==> config.mk <==
export PLATFORM = sky130hd
export DESIGN_NAME = rag_deadlock_detector_unit
export DESIGN_NICKNAME = d
export VERILOG_FILES = /design/src/hw/rtl/ragdd_pkg.sv /design/src/hw/rtl/ragdd_ctrl.sv /design/src/hw/rtl/ragdd_datapath.sv /design/src/hw/rtl/rag_deadlock_detector_unit.sv
export SDC_FILE = /design/constraint.sdc
export NUM_CORES = 1
export LEC_CHECK = 0
export ABC_AREA = 0
export BUFFER_PORTS_ARGS = -buffer_cell sky130_fd_sc_hd__buf_2
export CAP_MARGIN = 15
export CORE_MARGIN = 3
export CORE_UTILIZATION = 45
export DETAILED_ROUTE_END_ITERATION = 10
export PLACE_DENSITY = 0.6
export SYNTH_ARGS = -nofsm -noshare
export SYNTH_HDL_FRONTEND = slang
export SYNTH_SLANG_ARGS = --single-unit
==> constraint.sdc <==
create_clock -name clk -period 9.1 [get_ports clk]
set_input_delay 0.91 -clock clk [delete_from_list [all_inputs] [get_ports clk]]
set_output_delay 0.91 -clock clk [all_outputs]
set_load 0.01 [all_outputs]
==> src/hw/rtl/ragdd_pkg.sv <==
// ---------------------------------------------------------------------------
// Deadlock detector package
// Shared types, operation codes and controller-to-datapath command and status
// structures for the resource allocation graph deadlock detector.
// ---------------------------------------------------------------------------
`timescale 1ns / 1ps
`default_nettype none

package ragdd_pkg;

  localparam int DEF_NUM_PROCS = 8;
  localparam int DEF_NUM_NODES = 16;

  localparam int OP_W     = 2;
  localparam int PID_W    = 3;
  localparam int LOCK_W   = 3;
  localparam int S_DATA_W = 8;
  localparam int M_DATA_W = 8;
  localparam int RANGE_W  = 7;

  typedef enum logic [OP_W-1:0] {
    OP_REQUEST = 2'd0,
    OP_ALLOC   = 2'd1,
    OP_DEALLOC = 2'd2,
    OP_DETECT  = 2'd3
  } op_t;

  typedef enum logic [3:0] {
    ST_CLEAR,
    ST_IDLE,
    ST_UPD_RD,
    ST_UPD_WR,
    ST_UPD_RD2,
    ST_UPD_WR2,
    ST_ROOT,
    ST_SCAN,
    ST_POP_RD,
    ST_POP_LD,
    ST_FINISH
  } state_t;

  typedef struct packed {
    logic capture;
    logic clear_row;
    logic upd_read;
    logic upd_write;
    logic upd_second;
    logic root_skip;
    logic root_push;
    logic scan;
    logic pop_read;
    logic pop_load;
    logic finish;
  } dp_cmd_t;

  typedef struct packed {
    logic clear_last;
    logic in_range;
    logic is_detect;
    logic two_pass;
    logic root_end;
    logic root_done;
    logic scan_end;
    logic last_level;
    logic out_free;
  } dp_sts_t;

endpackage

`default_nettype wire

==> src/hw/rtl/ragdd_ctrl.sv <==
// ---------------------------------------------------------------------------
// Deadlock detector controller
// Sequences the reset clearing pass, graph updates and the depth-first search.
// ---------------------------------------------------------------------------
`timescale 1ns / 1ps
`default_nettype none

module ragdd_ctrl (
  input  logic               clk,
  input  logic               rst,
  input  logic               s_tvalid,
  output logic               s_tready,
  input  ragdd_pkg::dp_sts_t sts,
  output ragdd_pkg::dp_cmd_t cmd
);
  import ragdd_pkg::*;

  state_t state;
  state_t state_next;

  always_ff @(posedge clk) begin
    if (rst) begin
      state <= ST_CLEAR;
    end else begin
      state <= state_next;
    end
  end

  always_comb begin
    state_next = state;
    cmd        = '0;
    s_tready   = 1'b0;
    unique case (state)
      ST_CLEAR: begin
        cmd.clear_row = 1'b1;
        if (sts.clear_last) begin
          state_next = ST_IDLE;
        end
      end
      ST_IDLE: begin
        s_tready = 1'b1;
        if (s_tvalid) begin
          cmd.capture = 1'b1;
          priority if (sts.is_detect) begin
            state_next = ST_ROOT;
          end else if (sts.in_range) begin
            state_next = ST_UPD_RD;
          end else begin
            state_next = ST_FINISH;
          end
        end
      end
      ST_UPD_RD: begin
        cmd.upd_read = 1'b1;
        state_next   = ST_UPD_WR;
      end
      ST_UPD_WR: begin
        cmd.upd_write = 1'b1;
        state_next    = sts.two_pass ? ST_UPD_RD2 : ST_FINISH;
      end
      ST_UPD_RD2: begin
        cmd.upd_read   = 1'b1;
        cmd.upd_second = 1'b1;
        state_next     = ST_UPD_WR2;
      end
      ST_UPD_WR2: begin
        cmd.upd_write  = 1'b1;
        cmd.upd_second = 1'b1;
        state_next     = ST_FINISH;
      end
      ST_ROOT: begin
        priority if (sts.root_end) begin
          state_next = ST_FINISH;
        end else if (sts.root_done) begin
          cmd.root_skip = 1'b1;
        end else begin
          cmd.root_push = 1'b1;
          state_next    = ST_SCAN;
        end
      end
      ST_SCAN: begin
        cmd.scan = 1'b1;
        if (sts.scan_end) begin
          state_next = sts.last_level ? ST_ROOT : ST_POP_RD;
        end
      end
      ST_POP_RD: begin
        cmd.pop_read = 1'b1;
        state_next   = ST_POP_LD;
      end
      ST_POP_LD: begin
        cmd.pop_load = 1'b1;
        state_next   = ST_SCAN;
      end
      ST_FINISH: begin
        if (sts.out_free) begin
          cmd.finish = 1'b1;
          state_next = ST_IDLE;
        end
      end
      default: begin
        state_next = ST_CLEAR;
      end
    endcase
  end

endmodule

`default_nettype wire

==> src/hw/rtl/ragdd_datapath.sv <==
// ---------------------------------------------------------------------------
// Deadlock detector datapath
// Adjacency memory, search stack memory, node marks, scan registers and the
// result register.
// ---------------------------------------------------------------------------
`timescale 1ns / 1ps
`default_nettype none

module ragdd_datapath #(
  parameter int NUM_PROCS = ragdd_pkg::DEF_NUM_PROCS,
  parameter int NUM_NODES = ragdd_pkg::DEF_NUM_NODES
) (
  input  logic                             clk,
  input  logic                             rst,
  input  logic [ragdd_pkg::S_DATA_W-1:0]   s_tdata,
  input  logic [ragdd_pkg::OP_W-1:0]       s_tuser,
  input  ragdd_pkg::dp_cmd_t               cmd,
  output ragdd_pkg::dp_sts_t               sts,
  output logic                             m_tvalid,
  input  logic                             m_tready,
  output logic [ragdd_pkg::M_DATA_W-1:0]   m_tdata,
  output logic                             m_tuser
);
  import ragdd_pkg::*;

  localparam int NW = $clog2(NUM_NODES);
  localparam int CW = $clog2(NUM_NODES + 1);

  logic [NUM_NODES-1:0] adj_mem [NUM_NODES];
  logic [NUM_NODES-1:0] adj_rd;
  logic [NW-1:0]        stk_node_mem [NUM_NODES];
  logic [CW-1:0]        stk_next_mem [NUM_NODES];
  logic [NW-1:0]        stk_rd_node;
  logic [CW-1:0]        stk_rd_next;

  op_t                  op_q;
  logic [PID_W-1:0]     pid_q;
  logic [LOCK_W-1:0]    lock_q;
  logic [NW-1:0]        clr_cnt;
  logic [NUM_NODES-1:0] done_marks;
  logic [NUM_NODES-1:0] on_path;
  logic [CW-1:0]        root;
  logic [NW-1:0]        cur_node;
  logic [CW-1:0]        cur_next;
  logic [CW-1:0]        depth;
  logic                 found;
  logic                 deadlock;
  logic                 was_detect;

  logic [RANGE_W-1:0]   in_lnode;
  logic [RANGE_W-1:0]   q_lnode;
  logic [NW-1:0]        pid_node;
  logic [NW-1:0]        lock_node;
  logic [NW-1:0]        upd_row;
  logic [NW-1:0]        upd_bit;
  logic                 upd_set;
  logic [NUM_NODES-1:0] upd_data;
  logic [NW-1:0]        nb;
  logic                 nb_hit;
  logic                 do_push;
  logic                 adj_ren;
  logic [NW-1:0]        adj_raddr;
  logic                 adj_wen;
  logic [NW-1:0]        adj_waddr;
  logic [NUM_NODES-1:0] adj_wdata;
  logic [NW-1:0]        stk_addr;

  assign in_lnode  = RANGE_W'(NUM_PROCS) + RANGE_W'(s_tdata[PID_W +: LOCK_W]);
  assign q_lnode   = RANGE_W'(NUM_PROCS) + RANGE_W'(lock_q);
  assign pid_node  = NW'(pid_q);
  assign lock_node = q_lnode[NW-1:0];

  always_comb begin
    if (cmd.upd_second) begin
      upd_row = pid_node;
      upd_bit = lock_node;
      upd_set = 1'b0;
    end else if (op_q == OP_REQUEST) begin
      upd_row = pid_node;
      upd_bit = lock_node;
      upd_set = 1'b1;
    end else begin
      upd_row = lock_node;
      upd_bit = pid_node;
      upd_set = (op_q == OP_ALLOC);
    end
    upd_data          = adj_rd;
    upd_data[upd_bit] = upd_set;
  end

  assign nb       = cur_next[NW-1:0];
  assign stk_addr = NW'(depth - CW'(1));
  assign nb_hit   = (cur_next != CW'(NUM_NODES)) && adj_rd[nb];
  assign do_push  = cmd.scan && nb_hit && !on_path[nb] && !done_marks[nb] &&
                    (depth < CW'(NUM_NODES));

  always_comb begin
    adj_ren   = 1'b0;
    adj_raddr = upd_row;
    if (cmd.upd_read) begin
      adj_ren = 1'b1;
    end else if (cmd.root_push) begin
      adj_ren   = 1'b1;
      adj_raddr = root[NW-1:0];
    end else if (do_push) begin
      adj_ren   = 1'b1;
      adj_raddr = nb;
    end else if (cmd.pop_load) begin
      adj_ren   = 1'b1;
      adj_raddr = stk_rd_node;
    end
    adj_wen   = cmd.clear_row || cmd.upd_write;
    adj_waddr = cmd.clear_row ? clr_cnt : upd_row;
    adj_wdata = cmd.clear_row ? '0 : upd_data;
  end

  always_ff @(posedge clk) begin
    if (adj_wen) begin
      adj_mem[adj_waddr] <= adj_wdata;
    end
    if (adj_ren) begin
      adj_rd <= adj_mem[adj_raddr];
    end
  end

  always_ff @(posedge clk) begin
    if (do_push) begin
      stk_node_mem[stk_addr] <= cur_node;
      stk_next_mem[stk_addr] <= cur_next + CW'(1);
    end
    if (cmd.pop_read) begin
      stk_rd_node <= stk_node_mem[stk_addr];
      stk_rd_next <= stk_next_mem[stk_addr];
    end
  end

  always_ff @(posedge clk) begin
    if (cmd.capture) begin
      op_q   <= op_t'(s_tuser);
      pid_q  <= s_tdata[PID_W-1:0];
      lock_q <= s_tdata[PID_W +: LOCK_W];
    end
  end

  always_ff @(posedge clk) begin
    if (rst) begin
      clr_cnt    <= '0;
      done_marks <= '0;
      on_path    <= '0;
      root       <= '0;
      cur_node   <= '0;
      cur_next   <= '0;
      depth      <= '0;
      found      <= 1'b0;
    end else begin
      if (cmd.clear_row) begin
        clr_cnt <= clr_cnt + NW'(1);
      end
      if (cmd.capture) begin
        done_marks <= '0;
        on_path    <= '0;
        root       <= '0;
        depth      <= '0;
        found      <= 1'b0;
      end
      if (cmd.root_skip) begin
        root <= root + CW'(1);
      end
      if (cmd.root_push) begin
        cur_node              <= root[NW-1:0];
        cur_next              <= '0;
        on_path[root[NW-1:0]] <= 1'b1;
        depth                 <= CW'(1);
      end
      if (cmd.scan) begin
        if (cur_next == CW'(NUM_NODES)) begin
          on_path[cur_node]    <= 1'b0;
          done_marks[cur_node] <= 1'b1;
          depth                <= depth - CW'(1);
        end else if (do_push) begin
          cur_node    <= nb;
          cur_next    <= '0;
          on_path[nb] <= 1'b1;
          depth       <= depth + CW'(1);
        end else begin
          if (nb_hit && on_path[nb]) begin
            found <= 1'b1;
          end
          cur_next <= cur_next + CW'(1);
        end
      end
      if (cmd.pop_load) begin
        cur_node <= stk_rd_node;
        cur_next <= stk_rd_next;
      end
    end
  end

  always_ff @(posedge clk) begin
    if (rst) begin
      m_tvalid <= 1'b0;
    end else if (cmd.finish) begin
      m_tvalid <= 1'b1;
    end else if (m_tready) begin
      m_tvalid <= 1'b0;
    end
  end

  always_ff @(posedge clk) begin
    if (cmd.finish) begin
      deadlock   <= found && (op_q == OP_DETECT);
      was_detect <= (op_q == OP_DETECT);
    end
  end

  assign m_tdata = {{(M_DATA_W - 1){1'b0}}, deadlock};
  assign m_tuser = was_detect;

  assign sts.clear_last = (clr_cnt == NW'(NUM_NODES - 1));
  assign sts.in_range   = (RANGE_W'(s_tdata[PID_W-1:0]) < RANGE_W'(NUM_PROCS)) &&
                          (in_lnode < RANGE_W'(NUM_NODES));
  assign sts.is_detect  = (op_t'(s_tuser) == OP_DETECT);
  assign sts.two_pass   = (op_q == OP_ALLOC);
  assign sts.root_end   = (root == CW'(NUM_NODES));
  assign sts.root_done  = done_marks[root[NW-1:0]];
  assign sts.scan_end   = (cur_next == CW'(NUM_NODES));
  assign sts.last_level = (depth == CW'(1));
  assign sts.out_free   = !m_tvalid || m_tready;

endmodule

`default_nettype wire

==> src/hw/rtl/rag_deadlock_detector_unit.sv <==
// ---------------------------------------------------------------------------
// Resource allocation graph deadlock detector
// Keeps a process/lock graph as an adjacency bit matrix and searches it for
// cycles on request.
//
//   Port group   Direction  Transfer contents
//   s_*          in         tuser: op [1:0]; tdata: pid [2:0], lock_id [5:3]
//   m_*          out        tdata: deadlock [0]; tuser: was_detect [0]
//
// A request or deallocate updates one row of the graph, an allocate two, and
// an out-of-range update none; each updated row is a read and then a write of
// the adjacency memory. A detect steps through the root indices, starts a
// depth-first search at each one not yet done, scans each row it visits entry
// by entry, and reads and reloads a stack entry on each pop. After reset a
// clearing pass zeroes the adjacency memory row by row with s_tready low. One
// result waits in the output register while the next transfer is taken; a
// stalled result holds the block before its next result.
// ---------------------------------------------------------------------------
`timescale 1ns / 1ps
`default_nettype none

module rag_deadlock_detector_unit #(
  parameter int NUM_PROCS = ragdd_pkg::DEF_NUM_PROCS,
  parameter int NUM_NODES = ragdd_pkg::DEF_NUM_NODES
) (
  input  logic                           clk,
  input  logic                           rst,
  input  logic                           s_tvalid,
  output logic                           s_tready,
  // Fields from bit 0 up: pid, lock_id.
  input  logic [ragdd_pkg::S_DATA_W-1:0] s_tdata,
  // Fields from bit 0 up: op.
  input  logic [ragdd_pkg::OP_W-1:0]     s_tuser,
  output logic                           m_tvalid,
  input  logic                           m_tready,
  // Fields from bit 0 up: deadlock.
  output logic [ragdd_pkg::M_DATA_W-1:0] m_tdata,
  // Fields from bit 0 up: was_detect.
  output logic                           m_tuser
);
  import ragdd_pkg::*;

  dp_cmd_t cmd;
  dp_sts_t sts;

  ragdd_ctrl u_ctrl (
    .clk      (clk),
    .rst      (rst),
    .s_tvalid (s_tvalid),
    .s_tready (s_tready),
    .sts      (sts),
    .cmd      (cmd)
  );

  ragdd_datapath #(
    .NUM_PROCS (NUM_PROCS),
    .NUM_NODES (NUM_NODES)
  ) u_datapath (
    .clk      (clk),
    .rst      (rst),
    .s_tdata  (s_tdata),
    .s_tuser  (s_tuser),
    .cmd      (cmd),
    .sts      (sts),
    .m_tvalid (m_tvalid),
    .m_tready (m_tready),
    .m_tdata  (m_tdata),
    .m_tuser  (m_tuser)
  );

  a_one_item_at_a_time: assert property (
    @(posedge clk) disable iff (rst) (s_tvalid && s_tready) |=> !s_tready
  ) else $error("Input accepted while a transfer is still in progress.");

  a_result_from_finish: assert property (
    @(posedge clk) disable iff (rst) $rose(m_tvalid) |-> $past(cmd.finish)
  ) else $error("Result raised without a finish command.");

  a_deadlock_only_detect: assert property (
    @(posedge clk) disable iff (rst) (m_tvalid && m_tdata[0]) |-> m_tuser
  ) else $error("Deadlock flagged on a graph update result.");

  a_scan_exclusive: assert property (
    @(posedge clk) disable iff (rst) cmd.scan |-> !(cmd.upd_write || cmd.clear_row)
  ) else $error("Adjacency write during the search.");

endmodule

`default_nettype wire

[After elaboration in Yosys (flattened, before gate mapping)]
Memory sizes are Yosys's and may differ from the RTL's. A register that Yosys moved wholly into a read port is not among the register bits.
Index checks and enable logic that the tools add are counted.
Operators by class
  add/sub/neg operators: 7
  $lt $le $gt $ge: 10
  equality and inequality tests: 23
  mux-type cells: 99
  bitwise gates (word level): 5
  reductions and logical operators: 24
Operators with widths (count)
  2-to-1 mux 16 bit: 12
  2-to-1 mux 4 bit: 24
  2-to-1 mux 5 bit: 12
  bitwise OR 16 bit: 3
  case mux 4 bit (11 select lines): 1
  2-to-1 mux 1 bit: 39
  < comparator 4 x 5 -> 1 bit (second input constant): 4
  bitwise AND 16 bit: 1
  binary-select mux 1 bit (select 4 bit): 4
  bitwise mux 16 bit: 1
  demux 1 bit (select 4 bit): 4
  equality test 4 x 3 -> 1 bit (second input constant): 4
  equality test 4 bit (second input constant): 4
  >= comparator 4 x 1 -> 1 bit (second input constant): 4
  NOT 16 bit: 1
  adder 5 x 1 -> 5 bit (second input constant): 3
  logical AND 1 bit: 11
  equality test 5 bit (second input constant): 2
  equality test 4 x 2 -> 1 bit (second input constant): 2
  inequality test 2 bit (second input constant): 4
  < comparator 7 x 5 -> 1 bit (second input constant): 1
  OR reduction 2 bit: 3
  adder 4 x 3 -> 5 bit (first input constant): 1
  equality test 5 x 1 -> 1 bit (second input constant): 1
  16 further kinds: 22
Word-level totals
  register bits after elaboration: 71
  bits in writable memories: 400
  bits of input ports: 14
  output and inout port bits: 11
  word-level logic and storage cells: 186
  memories kept: 3
Memory list
  u_datapath.adj_mem: words 16, width 16, read ports 1, clocked after Yosys merged registers in 1, write ports 1, line ragdd_datapath.sv:29  | logic [NUM_NODES-1:0] adj_mem [NUM_NODES];
  u_datapath.stk_next_mem: words 16, width 5, read ports 1, clocked after Yosys merged registers in 1, write ports 1, line ragdd_datapath.sv:32  | logic [CW-1:0] stk_next_mem [NUM_NODES];
  u_datapath.stk_node_mem: words 16, width 4, read ports 1, clocked after Yosys merged registers in 1, write ports 1, line ragdd_datapath.sv:31  | logic [NW-1:0] stk_node_mem [NUM_NODES];

[Depth between registers and ports, before layout]
  depth in word-level cells: 11
  depth in mapped cells: 17
  mapped depth without buffers: 12

[Cells and area by module]
Synthesis repeated with hierarchy kept, for this count alone.
Second synthesis, totals
  cells, all modules: 1480
  area total of the unflattened synthesis: 21380.5 um^2
By module, submodules not included
  ragdd_datapath: times used 1, cells each 1407, area each 20870.0 um^2, seq. area each 14203.6 um^2
  ragdd_ctrl: times used 1, cells each 73, area each 510.5 um^2, seq. area each 80.1 um^2

[Least setup slack after synthesis]
Ideal clock, no wire load.
  kind: register -> register
  start: register u_datapath.cur_next[0]
  end: memory u_datapath.stk_next_mem[11][0] (netlist bit) (enable)
  library setup time: 0.374 ns
  data arrival time: 3.237 ns
  required time: 8.726 ns
  setup slack: 5.489 ns
  stages on the path, launching flop included: 13
  period minus slack after synthesis: 3.611 ns
  cell sequence: dfxtp_1 buf_6 clkbuf_1 inv_1 ha_1 nor4bb_1 a211oi_1 o2111ai_1 a21bo_2 nor2_1 clkbuf_1 nand2_1 nor2_1
On the way
  longest elaborated chain between the ends: 9
  elaborated cells between the ends (all ways): 16
  classes of those cells: eq/ne (1); mux (8); reduce/logical (7)
Ends and longest elaborated chain
  from (decl): line ragdd_datapath.sv:44  | logic [CW-1:0] cur_next;
  from (signal assigned): line ragdd_datapath.sv:189  | cur_next <= cur_next + CW'(1);
  from (signal assigned): line ragdd_datapath.sv:194  | cur_next <= stk_rd_next;
  binary-select mux 1 bit (select 4 bit): line ragdd_datapath.sv:93  | assign nb_hit = (cur_next != CW'(NUM_NODES)) && adj_rd[nb];
  2-to-1 mux 1 bit (not written as such): line ragdd_datapath.sv:93
  logical AND 1 bit: line ragdd_datapath.sv:93
  logical AND 1 bit (2 in a row): line ragdd_datapath.sv:94  | assign do_push = cmd.scan && nb_hit && !on_path[nb] && !done_marks[nb] &&
  logical AND 1 bit (*) (2 in a row): line ragdd_datapath.sv:94
  2-to-1 mux 1 bit (*): line ragdd_datapath.sv:127  | if (do_push) begin
  2-to-1 mux 1 bit (not written as such) (*): line ragdd_datapath.sv:129  | stk_next_mem[stk_addr] <= cur_next + CW'(1);
  to (decl): line ragdd_datapath.sv:32
Every way passes the cells marked *; elsewhere a longest branch is shown, timed or not. The select of a mux whose other input is x is not followed.

[Worst setup path in the final report]
  start: register u_datapath.cur_next[0]
  end: register u_datapath.adj_rd[15], read port of u_datapath.adj_mem (data pin)
On the way
  longest elaborated chain between the ends: 10
  elaborated cells between the ends (all ways): 20
  classes of those cells: eq/ne (1); mux (12); reduce/logical (7)
Ends and longest elaborated chain
  binary-select mux 1 bit (select 4 bit): line ragdd_datapath.sv:93
  2-to-1 mux 1 bit (not written as such): line ragdd_datapath.sv:93
  logical AND 1 bit: line ragdd_datapath.sv:93
  logical AND 1 bit (4 in a row): line ragdd_datapath.sv:94
  2-to-1 mux 4 bit or 2-to-1 mux 1 bit (tied branches): line ragdd_datapath.sv:105  | end else if (do_push) begin
  2-to-1 mux 4 bit or 2-to-1 mux 1 bit (tied branches): line ragdd_datapath.sv:102  | end else if (cmd.root_push) begin
  2-to-1 mux 4 bit or 2-to-1 mux 1 bit (tied branches): line ragdd_datapath.sv:100  | if (cmd.upd_read) begin
  to (decl): line ragdd_datapath.sv:30  | logic [NUM_NODES-1:0] adj_rd;
Parallel ways exist; a longest one is shown, timed or not. The select of a mux whose other input is x is not followed.
A chain may end at the register's enable or synchronous reset.

==> flow_summary_export.csv <==
group,metric,value,unit
finish,drive_gt1_share,13.9,%
routing,finalWirelength,51.9,mm
status,outcome,"finished clean",
clocking,cts.clk_slew.worst_paths,0.06,ns
hold_path,hold_path_class,"flip-flop to flip-flop",
routing,vias,13049,
setup_path,r2r_slack,3.77,ns
pwr,internal_power,0.00392,W
grt,grt_max_degree,67,
clocking,cts_made_buffers,50,
sta,rsz0062_at_grt,"no",
setup_path,crit_required,9.42,ns
clocking,htree_levels,2,
floorplanning,die-area,49900,µm²
floorplanning,rows,79,
routing,vias_per_cell,5.90,
synth,synth-edff-count,435,
pwr,peakVddDrop,0.000216,V
synth,synthFlopType,"edfxtp_1",
clocking,cts-hold-fix-buffers,0,
clocking,cts_tree,"yes",
clocking,cts_root_buf,"clkbuf_16",
sta,hold_viol,0,
pwr,swShare,23.4,%
sta,tightest_slew,1.17,ns
grt,overflow,0,
grt,antenna_found_initial,0,
pwr,p_switching,0.00120,W
clocking,cts_resized,0,
floorplanning,dieWidth,223,µm
pwr,power_density,218,nW/µm²
setup_path,path_class,"flip-flop to flip-flop",
pwr,pwr-share-comb,7.6,%
sta,final.setup.tns,0,ns
finish,num_antenna_cells,0,
sta,fin_skew,0.0217,ns
floorplanning,io_pins,25,
setup_path,crit_path_start_kind,"flip-flop",
routing,ant_nets,0,
placed_design,dp_hpwl,30.5,mm
sta,period_share,58.6,%
floorplanning,die_h,223,µm
synth,synth_seq_cells,496,
finish,synthToLayoutAreaGrowth,10.7,%
setup_path,cp-end-kind,"flip-flop",
sta,fmax,188,MHz
finish,utilization,50.5,%
setup_path,cp.buffers_inverters,3,
setup_path,crit_top_cell,"buf_4",
clocking,cts_setup_buffers,0,
synth,synth_commonest_cells,"435 x edfxtp_1, 224 x nand2_1, 138 x a21oi_1, 127 x nor2_1, 72 x mux2i_1",
grt,grt_pass1_vias,12562,
synth,ys_warn_count,0,
finish,nets,1596,
synth,syn_area,21300,µm²
sta,max_slew_margin,21.9,%
synth,synth.most_common_cell,"edfxtp_1",
pwr,p_leak,7.79,nW
placed_design,gp_congestion,0.850,
setup_path,rr_startpoint,"u_datapath.cur_next[0]",
routing,route.detailed.drc,0,
hold_path,min_delay_path_depth,2,
sta,maxSlewViolCount,0,
pwr,pwr-share-seq,52.1,%
setup_path,crit_chain,"buf_4 -> inv_1 -> ha_1 -> nor4bb_1 -> a211oi_1 -> o2111ai_1 -> a21bo_2 -> o311ai_4 -> o21ai_4 -> buf_4 -> mux2i_1 -> a221oi_1 -> a31oi_1 -> nand2_1",
synth,syn_area_per_cell,13.6,µm²
floorplanning,start_util,45.6,%
synth,synth_cells,1567,
synth,synth_area_leaders,"edfxtp_1 61%, dfxtp_1 5.7%, mux4_2 5.6%",
hold_path,holdPathEnd,"u_datapath.done_marks[5]",
setup_path,cp.arrival,5.65,ns
hold_path,hold_start,"u_datapath.done_marks[5]",
synth,yosys.area.top_type,"edfxtp_1",
setup_path,crit_family,"compound AO/OA/AOI/OAI gates",
synth,synth_top_area_share,61.4,%
clocking,cts.sinks,496,
sta,period_minus_slack,5.33,ns
routing,first_pass_iters,5,
setup_path,worst_r2r_endpoint,"u_datapath.adj_rd[15]",
routing,drt_iter0_markers,1415,
sta,finalSetupViolations,0,
floorplanning,core,46700,µm²
clocking,clk_path_buf_depth,3,
setup_path,cp_slowest_cell,"o21ai_4",
grt,grt_pass1_wl,78.2,mm
synth,ys_types,67,
routing,avgRoutedWirePerCell,23.5,µm
pwr,power_frac_clock,40.2,%
setup_path,r2r_cells,14,
flow_run,cap_violations,0,
synth,synthArstFlopShare,0,%
finish,nFillCells,3961,
clocking,insertion_delay,0.59,ns
grt,grtUsageTotal,20.7,%
synth,yosysSeqAreaShare,67.2,%
placed_design,portBuffers,15,
setup_path,crit_path_max_fanout,52,
setup_path,max_stage_delay,0.90,ns
[cells by family (layout without fill, tap and decap cells)]
kind of cell | Yosys count | in the layout | share of synthesized area [%]
and+or+nand+nor | 499 | 499 | 10.3
DFF | 496 | 496 | 67.2
AOI/OAI and AO/OA | 291 | 291 | 9.00
buffers and inverters | 128 | 160 | 3.15
muxes | 126 | 126 | 9.06
adders and majority gates | 15 | 15 | 0.883
xor gates and xnor gates | 11 | 11 | 0.453
other | 1 | 7 | 0.0176
[metal layers]
metal,track usage [%],vias to the layer above,wire (µm)
met3,3.43,112,3130
met5,0,-,0
met1,28.2,6519,21800
met4,7.68,0,1930
met2,33.8,459,25100
li1,-,5959,-
[power by group through the flow]
stage / Combinational (W) / Clock (W) / Sequential [W]
floorplan: 0.000254 / 0 / 0.00270
global placement: 0.000390 / 0 / 0.00271
detailed placement: 0.000398 / 0 / 0.00272
CTS: 0.000399 / 0.00210 / 0.00267
global route: 0.000431 / 0.00218 / 0.00268
finish: 0.000391 / 0.00206 / 0.00267
[worst min-delay path, cell delays in order, from the launching register on]
cell     delay [ns]
dfxtp_1        0.32
nand2_1        0.05
a21oi_1        0.05
[worst max path at each step]
stage                                      start                             end  depth (start not counted)
after global placement    u_datapath.cur_next[0]           u_datapath.adj_rd[15]                         14
after CTS                 u_datapath.cur_next[0]           u_datapath.adj_rd[15]                         14
after detailed placement  u_datapath.cur_next[0]           u_datapath.adj_rd[15]                         14
after floorplan           u_datapath.cur_next[0]  u_datapath.stk_next_mem[11][0]                         12
final                     u_datapath.cur_next[0]           u_datapath.adj_rd[15]                         14
after global routing      u_datapath.cur_next[0]           u_datapath.adj_rd[15]                         14
[per-stage QoR]
stage / area (µm²) / total power (W) / instances / hold slack, ns / setup slack (ns)
final: 23500 / 0.00512 / 2212 / 0.473 / 3.77
after global routing: 23500 / 0.00529 / 2212 / 0.494 / 3.44
after CTS: 23500 / 0.00517 / 2211 / 0.474 / 3.83
after detailed placement: 21900 / 0.00312 / 2121 / 0.463 / 3.85
after global placement: 21900 / 0.00310 / 2120 / 0.461 / 3.96
after floorplan: 21300 / 0.00296 / 1573 / 0.446 / 5.49
[flip-flops by register name, summed over array words and instances (netlist names), 16 cells and up]
signal,count
u_datapath.adj_mem,256
u_datapath.stk_next_mem,80
u_datapath.stk_node_mem,64
u_datapath.adj_rd,16
u_datapath.done_marks,16
u_datapath.on_path,16
[placed cells by master, fill, tap and decap left out, drive strengths merged, types with 6 or more instances in the layout]
| master | synthesis | routed |
|---|---|---|
| edfxtp | 435 | 435 |
| nand2 | 224 | 224 |
| a21oi | 138 | 138 |
| nor2 | 127 | 127 |
| mux2i | 72 | 72 |
| nand3 | 65 | 65 |
| dfxtp | 61 | 61 |
| buf | 65 | 57 |
| clkbuf | 50 | 55 |
| mux4 | 53 | 53 |
| a221oi | 36 | 36 |
| a31oi | 26 | 26 |
| clkinv | 0 | 26 |
| nor3 | 19 | 19 |
| a22oi | 18 | 18 |
| o21ai | 18 | 18 |
| ha | 15 | 15 |
| inv | 13 | 14 |
| nor4 | 10 | 10 |
| nand2b | 9 | 9 |
| a32oi | 9 | 9 |
| nor2b | 8 | 8 |
| a41oi | 8 | 8 |
| a22o | 7 | 7 |
| nand4 | 7 | 7 |
| conb | 1 | 7 |
| xnor2 | 7 | 7 |
| nand4b | 6 | 6 |
| bufinv | 0 | 6 |
[final cells by class]
type | count | area (µm²) | area share (%)
inverter | 13 | 48.8 | 0.207
tap | 607 | 759 | 3.23
clock buffer | 55 | 1300 | 5.52
timing repair buffer | 57 | 388 | 1.65
clock inverter | 35 | 332 | 1.41
sequential | 496 | 14300 | 60.7
multi-input combinational | 949 | 6430 | 27.3
Power figures use the tool's default switching activity.
